File: src/rtl/core/htc_pkg.sv
// Shared types and constants of the hall throttle conditioner.
`timescale 1ns / 1ps
`default_nettype none
package htc_pkg;

  // Field widths
  localparam int SAMPLE_W   = 10;
  localparam int CAL_W      = 10;
  localparam int MARGIN_W   = 7;
  localparam int THR_W      = 8;
  localparam int CFG_IDX_W  = 2;
  localparam int CFG_DATA_W = 10;
  // Widest group sum over the parameter range (10 bits of sample, 16 samples)
  localparam int GRP_SUM_W  = 14;

  // Divider: dividend and divisor widths, two quotient bits per cycle
  localparam int DIV_W      = 18;
  localparam int DEN_W      = 10;

  // Throttle codes
  localparam logic [THR_W-1:0] THR_NEUTRAL = 8'd127;
  localparam logic [THR_W-1:0] THR_FULL    = 8'd255;
  localparam logic [THR_W-1:0] THR_BRAKE   = 8'd0;

  // Register reset values
  localparam logic [CAL_W-1:0]    RST_HALL_MIN    = 10'd0;
  localparam logic [CAL_W-1:0]    RST_HALL_CENTER = 10'd512;
  localparam logic [CAL_W-1:0]    RST_HALL_MAX    = 10'd1023;
  localparam logic [MARGIN_W-1:0] RST_MARGIN      = 7'd4;

  typedef enum logic [CFG_IDX_W-1:0] {
    REG_HALL_MIN      = 2'd0,
    REG_HALL_CENTER   = 2'd1,
    REG_HALL_MAX      = 2'd2,
    REG_CENTER_MARGIN = 2'd3
  } htc_reg_e;

  typedef struct packed {
    logic [CAL_W-1:0]    hall_min;
    logic [CAL_W-1:0]    hall_center;
    logic [CAL_W-1:0]    hall_max;
    logic [MARGIN_W-1:0] center_margin;
  } htc_cfg_t;

  // One finished sample group, queued between front and back
  typedef struct packed {
    logic                 trig;
    logic [GRP_SUM_W-1:0] sum;
  } htc_grp_t;

  typedef struct packed {
    logic             start;
    logic [DIV_W-1:0] num;
    logic [DEN_W-1:0] den;
  } htc_div_req_t;

  typedef struct packed {
    logic             done;
    logic [DIV_W-1:0] quo;
  } htc_div_rsp_t;

endpackage
`default_nettype wire

File: src/rtl/core/hall_throttle_conditioner.sv
// Top level of the hall throttle conditioner: config registers and datapath.
//
//   channel   dir  handshake                    payload
//   s_axis    in   s_axis_tvalid/s_axis_tready  tdata: sample; tuser: trigger_active
//   m_axis    out  m_axis_tvalid/m_axis_tready  tdata: hall_average, throttle
//   cfg       in   cfg_we_i (no wait)           cfg_idx_i, cfg_data_i
//
// The front takes one sample per cycle while the two-entry group queue has room.
// The back takes a group that needs the span division through reciprocal
// multiply for the average, setup, a radix-4 divide and its done flag,
// output load and return to idle; a group settled without it skips the
// divide. The back takes a new group only once it is back in idle.
// Reset clears counters, queue and output valid and loads the calibration
// defaults. A stalled output holds; the front keeps filling the queue.
`timescale 1ns / 1ps
`default_nettype none
module hall_throttle_conditioner #(
  parameter int AVG_SAMPLES = 10,
  parameter int SAMPLE_BITS = 10
) (
  input  logic                            clk_i,
  input  logic                            rst_ni,
  input  logic                            s_axis_tvalid,
  output logic                            s_axis_tready,
  input  logic [15:0]                     s_axis_tdata,  // [9:0] sample
  input  logic                            s_axis_tuser,  // [0] trigger_active
  output logic                            m_axis_tvalid,
  input  logic                            m_axis_tready,
  output logic [23:0]                     m_axis_tdata,  // [9:0] hall_average, [17:10] throttle
  input  logic                            cfg_we_i,
  input  logic [htc_pkg::CFG_IDX_W-1:0]   cfg_idx_i,
  input  logic [htc_pkg::CFG_DATA_W-1:0]  cfg_data_i
);
  import htc_pkg::*;

  htc_cfg_t         cfg_q;
  logic             push, push_ready, grp_valid, grp_pop;
  htc_grp_t         push_grp, grp;
  htc_div_req_t     div_req;
  htc_div_rsp_t     div_rsp;
  logic [CAL_W-1:0] hall_average;
  logic [THR_W-1:0] throttle;

  // Write calibration registers
  always_ff @(posedge clk_i or negedge rst_ni) begin
    if (!rst_ni) begin
      cfg_q.hall_min      <= RST_HALL_MIN;
      cfg_q.hall_center   <= RST_HALL_CENTER;
      cfg_q.hall_max      <= RST_HALL_MAX;
      cfg_q.center_margin <= RST_MARGIN;
    end else if (cfg_we_i) begin
      unique case (htc_reg_e'(cfg_idx_i))
        REG_HALL_MIN:      cfg_q.hall_min      <= cfg_data_i[CAL_W-1:0];
        REG_HALL_CENTER:   cfg_q.hall_center   <= cfg_data_i[CAL_W-1:0];
        REG_HALL_MAX:      cfg_q.hall_max      <= cfg_data_i[CAL_W-1:0];
        REG_CENTER_MARGIN: cfg_q.center_margin <= cfg_data_i[MARGIN_W-1:0];
        default: ;
      endcase
    end
  end

  htc_front #(
    .AVG_SAMPLES (AVG_SAMPLES),
    .SAMPLE_BITS (SAMPLE_BITS)
  ) u_front (
    .clk_i            (clk_i),
    .rst_ni           (rst_ni),
    .in_valid_i       (s_axis_tvalid),
    .in_ready_o       (s_axis_tready),
    .sample_i         (s_axis_tdata[SAMPLE_W-1:0]),
    .trigger_active_i (s_axis_tuser),
    .push_o           (push),
    .grp_o            (push_grp),
    .push_ready_i     (push_ready)
  );

  htc_queue u_queue (
    .clk_i        (clk_i),
    .rst_ni       (rst_ni),
    .push_i       (push),
    .push_data_i  (push_grp),
    .push_ready_o (push_ready),
    .pop_i        (grp_pop),
    .pop_valid_o  (grp_valid),
    .pop_data_o   (grp)
  );

  htc_div u_div (
    .clk_i  (clk_i),
    .rst_ni (rst_ni),
    .req_i  (div_req),
    .rsp_o  (div_rsp)
  );

  htc_back #(
    .AVG_SAMPLES (AVG_SAMPLES)
  ) u_back (
    .clk_i          (clk_i),
    .rst_ni         (rst_ni),
    .cfg_i          (cfg_q),
    .grp_valid_i    (grp_valid),
    .grp_i          (grp),
    .grp_pop_o      (grp_pop),
    .div_req_o      (div_req),
    .div_rsp_i      (div_rsp),
    .out_valid_o    (m_axis_tvalid),
    .out_ready_i    (m_axis_tready),
    .hall_average_o (hall_average),
    .throttle_o     (throttle)
  );

  // Pack the result
  assign m_axis_tdata = {6'b0, throttle, hall_average};

endmodule
`default_nettype wire

File: src/rtl/core/htc_front.sv
// Front end: accepts samples, accumulates each group and queues its sum.
`timescale 1ns / 1ps
`default_nettype none
module htc_front #(
  parameter int AVG_SAMPLES = 10,
  parameter int SAMPLE_BITS = 10
) (
  input  logic                              clk_i,
  input  logic                              rst_ni,
  input  logic                              in_valid_i,
  output logic                              in_ready_o,
  input  logic [htc_pkg::SAMPLE_W-1:0]      sample_i,
  input  logic                              trigger_active_i,
  output logic                              push_o,
  output htc_pkg::htc_grp_t                 grp_o,
  input  logic                              push_ready_i
);
  import htc_pkg::*;

  localparam int EFF_BITS = (SAMPLE_BITS < SAMPLE_W) ? SAMPLE_BITS : SAMPLE_W;
  localparam int CNT_W    = (AVG_SAMPLES > 1) ? $clog2(AVG_SAMPLES) : 1;
  localparam int SUM_W    = EFF_BITS + CNT_W;

  logic [SUM_W-1:0] sum_q, sum_d, sum_next;
  logic [CNT_W-1:0] cnt_q, cnt_d;
  logic             accept, last;

  // Add the masked sample and spot the group end
  assign in_ready_o = push_ready_i;
  assign accept     = in_valid_i && in_ready_o;
  assign sum_next   = sum_q + {{(SUM_W-EFF_BITS){1'b0}}, sample_i[EFF_BITS-1:0]};
  assign last       = (cnt_q == CNT_W'(AVG_SAMPLES - 1));

  assign push_o    = accept && last;
  assign grp_o.sum  = GRP_SUM_W'(sum_next);
  assign grp_o.trig = trigger_active_i;

  always_comb begin
    sum_d = sum_q;
    cnt_d = cnt_q;
    if (accept) begin
      if (last) begin
        sum_d = '0;
        cnt_d = '0;
      end else begin
        sum_d = sum_next;
        cnt_d = cnt_q + 1'b1;
      end
    end
  end

  always_ff @(posedge clk_i or negedge rst_ni) begin
    if (!rst_ni) begin
      sum_q <= '0;
      cnt_q <= '0;
    end else begin
      sum_q <= sum_d;
      cnt_q <= cnt_d;
    end
  end

endmodule
`default_nettype wire

File: src/rtl/core/htc_queue.sv
// Two-entry queue of finished sample groups between front and back.
`timescale 1ns / 1ps
`default_nettype none
module htc_queue (
  input  logic              clk_i,
  input  logic              rst_ni,
  input  logic              push_i,
  input  htc_pkg::htc_grp_t push_data_i,
  output logic              push_ready_o,
  input  logic              pop_i,
  output logic              pop_valid_o,
  output htc_pkg::htc_grp_t pop_data_o
);
  import htc_pkg::*;

  localparam int DEPTH = 2;
  localparam int PTR_W = $clog2(DEPTH);

  htc_grp_t           mem_q [DEPTH];
  logic [PTR_W-1:0]   wr_ptr_q, rd_ptr_q;
  logic [PTR_W:0]     fill_q;
  logic               do_push, do_pop;

  assign push_ready_o = (fill_q != (PTR_W+1)'(DEPTH));
  assign pop_valid_o  = (fill_q != '0);
  assign pop_data_o   = mem_q[rd_ptr_q];
  assign do_push      = push_i && push_ready_o;
  assign do_pop       = pop_i && pop_valid_o;

  // Store entry payload
  always_ff @(posedge clk_i) begin
    if (do_push) begin
      mem_q[wr_ptr_q] <= push_data_i;
    end
  end

  // Advance pointers and fill level
  always_ff @(posedge clk_i or negedge rst_ni) begin
    if (!rst_ni) begin
      wr_ptr_q <= '0;
      rd_ptr_q <= '0;
      fill_q   <= '0;
    end else begin
      if (do_push) wr_ptr_q <= wr_ptr_q + 1'b1;
      if (do_pop)  rd_ptr_q <= rd_ptr_q + 1'b1;
      if (do_push && !do_pop) begin
        fill_q <= fill_q + 1'b1;
      end else if (do_pop && !do_push) begin
        fill_q <= fill_q - 1'b1;
      end
    end
  end

endmodule
`default_nettype wire

File: src/rtl/core/htc_div.sv
// Iterative restoring divider, two quotient bits per cycle.
`timescale 1ns / 1ps
`default_nettype none
module htc_div (
  input  logic                  clk_i,
  input  logic                  rst_ni,
  input  htc_pkg::htc_div_req_t req_i,
  output htc_pkg::htc_div_rsp_t rsp_o
);
  import htc_pkg::*;

  localparam int BITS_PER_CYC = 2;
  localparam int STEPS        = DIV_W / BITS_PER_CYC;
  localparam int CNT_W        = $clog2(STEPS + 1);

  logic [DEN_W-1:0] rem_q, rem_d;
  logic [DIV_W-1:0] quo_q, quo_d;
  logic [DEN_W-1:0] den_q;
  logic [CNT_W-1:0] cnt_q;
  logic             busy_q, done_q;

  // Two shift-compare-subtract steps
  always_comb begin
    logic [DEN_W:0] trial;
    rem_d = rem_q;
    quo_d = quo_q;
    for (int i = 0; i < BITS_PER_CYC; i++) begin
      trial = {rem_d, quo_d[DIV_W-1]};
      quo_d = {quo_d[DIV_W-2:0], 1'b0};
      if (trial >= {1'b0, den_q}) begin
        trial    = trial - {1'b0, den_q};
        quo_d[0] = 1'b1;
      end
      rem_d = trial[DEN_W-1:0];
    end
  end

  // Load operands on start, iterate while busy
  always_ff @(posedge clk_i or negedge rst_ni) begin
    if (!rst_ni) begin
      busy_q <= 1'b0;
      done_q <= 1'b0;
      cnt_q  <= '0;
    end else begin
      done_q <= 1'b0;
      if (req_i.start) begin
        busy_q <= 1'b1;
        cnt_q  <= CNT_W'(STEPS);
      end else if (busy_q) begin
        cnt_q <= cnt_q - 1'b1;
        if (cnt_q == CNT_W'(1)) begin
          busy_q <= 1'b0;
          done_q <= 1'b1;
        end
      end
    end
  end

  always_ff @(posedge clk_i) begin
    if (req_i.start) begin
      rem_q <= '0;
      quo_q <= req_i.num;
      den_q <= req_i.den;
    end else if (busy_q) begin
      rem_q <= rem_d;
      quo_q <= quo_d;
    end
  end

  assign rsp_o.done = done_q;
  assign rsp_o.quo  = quo_q;

endmodule
`default_nettype wire

File: src/rtl/core/htc_back.sv
// Back end: averages a queued group, maps it to throttle, holds the result.
`timescale 1ns / 1ps
`default_nettype none
module htc_back #(
  parameter int AVG_SAMPLES = 10
) (
  input  logic                        clk_i,
  input  logic                        rst_ni,
  input  htc_pkg::htc_cfg_t           cfg_i,
  input  logic                        grp_valid_i,
  input  htc_pkg::htc_grp_t           grp_i,
  output logic                        grp_pop_o,
  output htc_pkg::htc_div_req_t       div_req_o,
  input  htc_pkg::htc_div_rsp_t       div_rsp_i,
  output logic                        out_valid_o,
  input  logic                        out_ready_i,
  output logic [htc_pkg::CAL_W-1:0]   hall_average_o,
  output logic [htc_pkg::THR_W-1:0]   throttle_o
);
  import htc_pkg::*;

  // Reciprocal of the group length, rounded up; exact for any sum below 2**GRP_SUM_W
  localparam int RCP_SH = GRP_SUM_W + $clog2(AVG_SAMPLES);
  localparam int RCP_W  = RCP_SH + 1;
  localparam int PROD_W = GRP_SUM_W + RCP_W;
  localparam longint unsigned RCP_VAL =
    ((64'd1 << RCP_SH) + 64'(AVG_SAMPLES) - 64'd1) / 64'(AVG_SAMPLES);
  localparam logic [RCP_W-1:0] RCP_MUL = RCP_W'(RCP_VAL);

  typedef enum logic [2:0] {
    ST_IDLE,
    ST_SETUP,
    ST_MAP,
    ST_DONE
  } state_e;

  state_e           state_q;
  logic [CAL_W-1:0] avg_q;
  logic             trig_q, upper_q;
  logic [THR_W-1:0] thr_q;
  logic             out_valid_q;
  logic [CAL_W-1:0] out_avg_q;
  logic [THR_W-1:0] out_thr_q;

  logic             upper, direct;
  logic [THR_W-1:0] direct_thr, mapped_thr, final_thr, thr_dist;
  logic [CAL_W:0]   up_den, lo_num, lo_den;
  logic [CAL_W-1:0] up_diff, lo_num_mag, lo_den_mag;
  logic [DIV_W-1:0] map_num;
  logic [DEN_W-1:0] map_den;
  logic [PROD_W-1:0] avg_prod;
  logic             load_out;

  // Average the group sum by reciprocal multiplication
  assign avg_prod = PROD_W'(grp_i.sum) * PROD_W'(RCP_MUL);

  // Spans and numerators of the chosen half
  assign upper      = (avg_q >= cfg_i.hall_center);
  assign up_diff    = avg_q - cfg_i.hall_center;
  assign up_den     = {1'b0, cfg_i.hall_max} - {1'b0, cfg_i.hall_center};
  assign lo_num     = {1'b0, avg_q} - {1'b0, cfg_i.hall_min};
  assign lo_den     = {1'b0, cfg_i.hall_center} - {1'b0, cfg_i.hall_min};
  assign lo_num_mag = lo_num[CAL_W] ? CAL_W'(-lo_num) : lo_num[CAL_W-1:0];
  assign lo_den_mag = lo_den[CAL_W] ? CAL_W'(-lo_den) : lo_den[CAL_W-1:0];

  // Cases settled without a division
  always_comb begin
    direct     = 1'b1;
    direct_thr = THR_NEUTRAL;
    map_num    = '0;
    map_den    = '0;
    if (upper) begin
      map_num = DIV_W'({up_diff, 7'b0});
      map_den = up_den[DEN_W-1:0];
      if (up_den == '0) begin
        direct_thr = THR_FULL;
      end else if (up_den[CAL_W]) begin
        // inverted span: quotient is never positive
        direct_thr = THR_NEUTRAL;
      end else begin
        direct = 1'b0;
      end
    end else begin
      map_num = DIV_W'({lo_num_mag, 7'b0}) - DIV_W'(lo_num_mag);
      map_den = lo_den_mag;
      if (lo_den == '0) begin
        direct_thr = THR_NEUTRAL;
      end else if (lo_num[CAL_W] != lo_den[CAL_W]) begin
        // opposite signs: quotient at or below zero clamps to full brake
        direct_thr = THR_BRAKE;
      end else begin
        direct = 1'b0;
      end
    end
  end

  // Clamp the quotient to its half
  always_comb begin
    if (upper_q) begin
      mapped_thr = (div_rsp_i.quo > DIV_W'(128)) ? THR_FULL
                                                 : div_rsp_i.quo[THR_W-1:0] + THR_NEUTRAL;
    end else begin
      mapped_thr = (div_rsp_i.quo > DIV_W'(127)) ? THR_NEUTRAL
                                                 : div_rsp_i.quo[THR_W-1:0];
    end
  end

  // Deadband and released trigger
  assign thr_dist  = (thr_q >= THR_NEUTRAL) ? thr_q - THR_NEUTRAL : THR_NEUTRAL - thr_q;
  assign final_thr = (!trig_q || (thr_dist < {1'b0, cfg_i.center_margin})) ? THR_NEUTRAL
                                                                           : thr_q;

  // Divider requests and queue pop
  always_comb begin
    div_req_o = '0;
    grp_pop_o = 1'b0;
    unique case (state_q)
      ST_IDLE: begin
        grp_pop_o = grp_valid_i;
      end
      ST_SETUP: begin
        if (!direct) begin
          div_req_o.start = 1'b1;
          div_req_o.num   = map_num;
          div_req_o.den   = map_den;
        end
      end
      ST_MAP, ST_DONE: ;
      default: ;
    endcase
  end

  assign load_out = (state_q == ST_DONE) && (!out_valid_q || out_ready_i);

  // Sequence one group and hold the result register
  always_ff @(posedge clk_i or negedge rst_ni) begin
    if (!rst_ni) begin
      state_q     <= ST_IDLE;
      out_valid_q <= 1'b0;
      avg_q       <= '0;
      trig_q      <= 1'b0;
      upper_q     <= 1'b0;
      thr_q       <= '0;
      out_avg_q   <= '0;
      out_thr_q   <= '0;
    end else begin
      if (out_valid_q && out_ready_i) begin
        out_valid_q <= 1'b0;
      end
      unique case (state_q)
        ST_IDLE: begin
          if (grp_valid_i) begin
            trig_q  <= grp_i.trig;
            avg_q   <= avg_prod[RCP_SH +: CAL_W];
            state_q <= ST_SETUP;
          end
        end
        ST_SETUP: begin
          upper_q <= upper;
          if (direct) begin
            thr_q   <= direct_thr;
            state_q <= ST_DONE;
          end else begin
            state_q <= ST_MAP;
          end
        end
        ST_MAP: begin
          if (div_rsp_i.done) begin
            thr_q   <= mapped_thr;
            state_q <= ST_DONE;
          end
        end
        ST_DONE: begin
          if (load_out) begin
            out_valid_q <= 1'b1;
            out_avg_q   <= avg_q;
            out_thr_q   <= final_thr;
            state_q     <= ST_IDLE;
          end
        end
        default: state_q <= ST_IDLE;
      endcase
    end
  end

  assign out_valid_o    = out_valid_q;
  assign hall_average_o = out_avg_q;
  assign throttle_o     = out_thr_q;

endmodule
`default_nettype wire

File: config.mk
export PLATFORM = sky130hd
export DESIGN_NAME = hall_throttle_conditioner
export DESIGN_NICKNAME = d
export VERILOG_FILES = /design/src/rtl/core/htc_pkg.sv /design/src/rtl/core/hall_throttle_conditioner.sv /design/src/rtl/core/htc_front.sv /design/src/rtl/core/htc_queue.sv /design/src/rtl/core/htc_div.sv /design/src/rtl/core/htc_back.sv
export SDC_FILE = /design/constraint.sdc
export NUM_CORES = 1
export LEC_CHECK = 0
export ABC_AREA = 1
export BUFFER_PORTS_ARGS = -buffer_cell sky130_fd_sc_hd__buf_2
export CORE_ASPECT_RATIO = 1.75
export CORE_MARGIN = 10
export CORE_UTILIZATION = 45
export DETAILED_ROUTE_END_ITERATION = 6
export PLACE_DENSITY = 0.68
export SLEW_MARGIN = 20
export SYNTH_ARGS = -nofsm -noshare
export SYNTH_HDL_FRONTEND = slang
export SYNTH_HIERARCHICAL = 1
export SYNTH_SLANG_ARGS = --single-unit
File: constraint.sdc
create_clock -name clk_i -period 13.2 [get_ports clk_i]
set_input_delay 0.66 -clock clk_i [delete_from_list [all_inputs] [get_ports clk_i]]
set_output_delay 0.66 -clock clk_i [all_outputs]
set_load 0.005 [all_outputs]
After elaboration in Yosys (flattened, before gate mapping) --
Memories as Yosys holds them, arrays and structs flattened. Cells that the tools add are included.
Word-level totals: flip-flop bits (word level) 145, memory bits (writable) 30, input bits 34, output and inout port bits 26, memories 1
Memories:
- u_queue.mem_q | depth 2, bits a word 15, read ports 1, clocked after Yosys merged registers in 0, wr ports 1, RTL line htc_queue.sv:19 | htc_grp_t mem_q [DEPTH];
Operators by class: $add $sub $neg 19, multipliers 1, magnitude comparators 7, eq/ne operators 14, multiplexer cells 52, bitwise operators 1, reductions and logical operators 31
Operators by type and width (number):
- $mux 8 | 10
- $mux 29 | 2
- $mux 18 | 3
- $mux 10 | 5
- $sub 10x10->11 | 3
- $sub 10x10->10 | 3
- $mul 14x15->28 const B | 1
- $ge 11x10->1 | 2
- $logic_not 11->1 | 2
- $mux 1 | 20
- $neg 10->10 | 2
- $gt 18x7->1 const B | 1
- $gt 18x8->1 const B | 1
- $sub 17x10->18 | 1
- $pmux 8 s2 | 1
- $add 14x10->14 | 1
- $mux 14 | 1
- $mux 4 | 3
- $pmux 3 s4 | 1
- $reduce_and 2->1 | 6
- $ge 10x10->1 | 1
- $mux 3 | 3
- $add 8x7->8 const B | 1
- $ge 8x7->1 const B | 1
- 28 further kinds | 50

Depth between registers and ports, before layout --
depth in word-level cells 8, depth in mapped cells 31, gate-level depth less buffers 29

Hierarchy --
The synthesis kept the hierarchy.
Modules (own cells, without submodules):
- htc_back | instances 1, cells each 1305, area each 9203.8 um^2
- htc_div | instances 1, cells each 390, area each 3056.7 um^2
- hall_throttle_conditioner | instances 1, cells each 174, area each 1629.1 um^2
- htc_front | instances 1, cells each 227, area each 1492.7 um^2
- htc_queue | instances 1, cells each 107, area each 1363.8 um^2

Worst setup path before layout --
No wires, ideal clock.
path kind register -> register, from register u_queue.rd_ptr_q, to register u_back.avg_q[9], arrival 5.310 ns, required time 13.065 ns, path slack 7.755 ns, cell stages (with the launch flop) 28, path buffers 2, period minus slack after synthesis 5.445 ns, cell sequence dfrtp_1 -> buf_6 -> inv_8 -> buf_6 -> nand2_1 -> nand2_1 -> inv_1 -> ha_1 -> inv_1 -> fa_1 -> fa_1 -> inv_1 -> fa_1 -> inv_1 -> fa_1 -> inv_1 -> fa_1 -> inv_1 -> ha_1 -> a21oi_1 -> o21ai_0 -> a21oi_1 -> nand3_1 -> nand3_1 -> nand2_1 -> a211oi_1 -> xor2_1 -> o21ai_0
RTL lines:
- start: declaration | RTL line htc_queue.sv:20 | logic [PTR_W-1:0] wr_ptr_q, rd_ptr_q;
- start signal: assignment | RTL line htc_queue.sv:45 | if (do_pop) rd_ptr_q <= rd_ptr_q + 1'b1;
- end signal: assignment | RTL line htc_back.sv:154 | avg_q <= avg_prod[RCP_SH +: CAL_W];
- end: declaration | RTL line htc_back.sv:38 | logic [CAL_W-1:0] avg_q;

==> flow_metrics.tcl <==
set metrics [dict create \
    outcome "complete, no violations" \
    synth.area.mux_share_pct 0 \
    dieArea_um2 45630 \
    ff2ff_setup_slack_ns 6.95 \
    numCtsBuffers 17 \
    timing.slew.headroom_pct 47.14 \
    worstMarginPinSlew_ns 0.7899 \
    setup_ws_ns 6.947 \
    yosys-top-cells-count "599 x nand2_1, 361 x inv_1, 188 x ha_1" \
    nets 2520 \
    clk_pin_slew_worst_paths_ns 0.07 \
    yosysUniqueCellTypes 69 \
    end_kind "flip-flop" \
    ys_seq_area_share_pct 27.53 \
    synth_compound_area_share_pct 7.905 \
    wirelength_mm 43.00 \
    pre_cts_ws_ns 6.972 \
    wl_per_cell_um 15.82 \
    clock-sinks 174 \
    std_cell_rows 93 \
    swShare_pct 46.52 \
    vias 13995 \
    tns_ns 0 \
    synthArstFlopShare_pct 60.92 \
    hp-class "input pin to async pin" \
    drt_first_pass_iters 5 \
    worst_ir_drop_vdd_v 0.0001074 \
    dp_hpwl_mm 35.94 \
    cts_tree "done" \
    antenna_cells 0 \
    setup.worst_path.class "flip-flop to flip-flop" \
    p_seq_share_pct 25.4 \
    post_cts_buffers 0 \
    synth.most_common_cell "nand2_1" \
    hold_buffers 0 \
    clock_path_buffers 2 \
    cts.htree.levels 4 \
    fin_skew_ns 0.01703 \
    die_h_um 275.2 \
    p_int_uw 1446 \
    final_layout_size_suffix_gt1_share_pct 9.848 \
    synth_edf_count 58 \
    timing.fmax_mhz 159.9 \
    grt_usage_pct 18.98 \
    via_per_inst 5.147 \
    fp.coreArea_um2 36770 \
    cp.arrival_ns 6.57 \
    die_width_um 165.8 \
    worst_setup_path_start_kind "flip-flop" \
    synthTopCellsByArea "dfrtp_1 14%, ha_1 14%, nand2_1 13%, edfxtp_1 10%, inv_1 8.1%" \
    leakage_uw 0.009557 \
    switchingPower_uw 1258 \
    p_clk_share_pct 19.1 \
    rr_startpoint "u_queue/rd_ptr_q$_DFFE_PN0P_" \
    area_growth_syn_to_layout_pct 6.941 \
    place.gp.congestion 1.034 \
    final_core_util_pct 48.70 \
    rsz0062_at_grt "no" \
    maxCapViolations 0 \
    synth_top_cell_area_share_pct 14.05 \
    synth_ff_type "dfrtp_1" \
    hold_viol 0 \
    worstPathMaxFanout 17 \
    netlist_area_um2 16750 \
    grt_pass1_vias 14356 \
    p_per_area_nw_per_um2 151.0 \
    clock_latency_ns 0.47 \
    ant_nets 0 \
    yosys.area.top_type "dfrtp_1" \
    synth_cells 2203 \
    yosys_warnings 6 \
    io_pins 60 \
    cts-root-buf "clkbuf_16" \
    overflow 0 \
    min_period_over_period_pct 47.37 \
    cts_resized 0 \
    synth_top_family_by_area "simple AND/OR/NAND/NOR gates" \
    ys_seq_elements 174 \
    antenna_found_initial 0 \
    yosys.area_share.xor_xnor_pct 3.586 \
    reg2reg_depth 23 \
    cp_data_required_time_ns 13.52 \
    drc_errors 0 \
    portBuffers 47 \
    grt_max_degree 77 \
    drtIter0Drc 567 \
    combPwrFrac_pct 55.5 \
    drv_slew 0 \
    finalSetupViolCount 0 \
    synthAdderAreaFrac_pct 22.06 \
    syn_avg_cell_area_um2 7.601 \
    holdWs_ns 0.1228 \
    synth_simple_gate_area_share_pct 28.22 \
    rr_endpoint "u_back/avg_q[6]$_DFFE_PN0P_" \
    start_util_pct 45.54 \
    grt_first_pass_wirelength_mm 70.21 \
    period_needed_ns 6.253 \
]
## sequential cells by signal (all words and copies together), names as in the netlist, 8 cells and up
signal	flops
u_back/throttle_o	8
u_back/thr_q	8
u_queue/mem_q	30
u_front/sum_q	14
u_div/rem_q	10
u_back/hall_average_o	10
cfg_q	37
u_back/avg_q	10
u_div/quo_q	18
u_div/den_q	10
## placed cells by master (no fill, tap or decap), types with 40 or more instances in the layout
cell type / Yosys / final
a21oi_1: 79 / 79
buf_2: 9 / 46
dfrtp_1: 94 / 94
edfxtp_1: 58 / 58
fa_1: 67 / 67
ha_1: 188 / 188
inv_1: 361 / 361
nand2_1: 599 / 599
nand2_2: 41 / 41
nand3_1: 153 / 153
nand4_1: 47 / 47
nor2_1: 123 / 123
o21ai_0: 73 / 73
xor2_1: 40 / 40
## power by group through the flow
stage / clock network (uW) / registers [uW] / logic, uW
floorplan: 0 / 679 / 1150
global placement: 0 / 694 / 1470
detailed placement: 0 / 695 / 1500
CTS: 530 / 685 / 1500
global route: 551 / 693 / 1720
finish: 518 / 687 / 1500
## critical path, cell delays in order (launching register included)
cell and delay, ns:
dfrtp_1 0.77, inv_8 0.13, nand2_1 0.10, nand2_1 0.15
fa_1 0.57, inv_1 0.05, fa_1 0.48, fa_1 0.55
fa_1 0.54, inv_1 0.06, fa_1 0.56, fa_1 0.43
ha_1 0.36, a21oi_1 0.20, o21ai_0 0.10, a21oi_1 0.13
nand3_1 0.16, nand2_1 0.09, nand2_1 0.08, inv_1 0.10
o21bai_1 0.08, or2_2 0.27, nand3_1 0.06, o21ai_0 0.09
## worst max path at each step
stage                                      start                          end  cells after the start
global placement    u_queue/rd_ptr_q$_DFFE_PN0P_  u_back/avg_q[6]$_DFFE_PN0P_                     23
detailed placement  u_queue/rd_ptr_q$_DFFE_PN0P_  u_back/avg_q[6]$_DFFE_PN0P_                     23
floorplan           u_queue/rd_ptr_q$_DFFE_PN0P_  u_back/avg_q[9]$_DFFE_PN0P_                     27
CTS                 u_queue/rd_ptr_q$_DFFE_PN0P_  u_back/avg_q[6]$_DFFE_PN0P_                     23
finish              u_queue/rd_ptr_q$_DFFE_PN0P_  u_back/avg_q[6]$_DFFE_PN0P_                     23
global route        u_queue/rd_ptr_q$_DFFE_PN0P_  u_back/avg_q[6]$_DFFE_PN0P_                     25
## routing by layer
metal  part of all wire [%]  wire length, um  GRT usage (%)  vias up
met2                     56            24200          38.19      271
met5                      0                0              0        -
met3                    2.7             1155          2.500      135
met4                    7.7             3308          14.27        0
met1                     33            14330          16.49     6488
li1                       -                -              -     7101
## area by class of cell
class | instances | area (um2)
multi-input combinational | 1598 | 10370
sequential | 174 | 4609
clock buffer | 18 | 429.2
tap | 475 | 594.3
fill | 3667 | 18860
timing repair buffer | 51 | 271.5
clock inverter | 14 | 167.7
inverter | 389 | 1470
## through the flow
step	instance area, um2	cells	power (uW)
after floorplan	16760	2208	1825
after global placement	17310	2687	2165
after detailed placement	17310	2687	2190
after CTS	17900	2719	2720
after global routing	17910	2719	2963
final	17910	2719	2704
## logic make-up after synthesis
family | after synthesis
other | 1
xor gates and xnor gates | 66
DFF | 174
AOI/OAI and AO/OA | 223
buffers and inverters | 436
and+or+nand+nor | 1048
adders and majority gates | 255
Note: power is estimated with default switching activity, not from simulation.
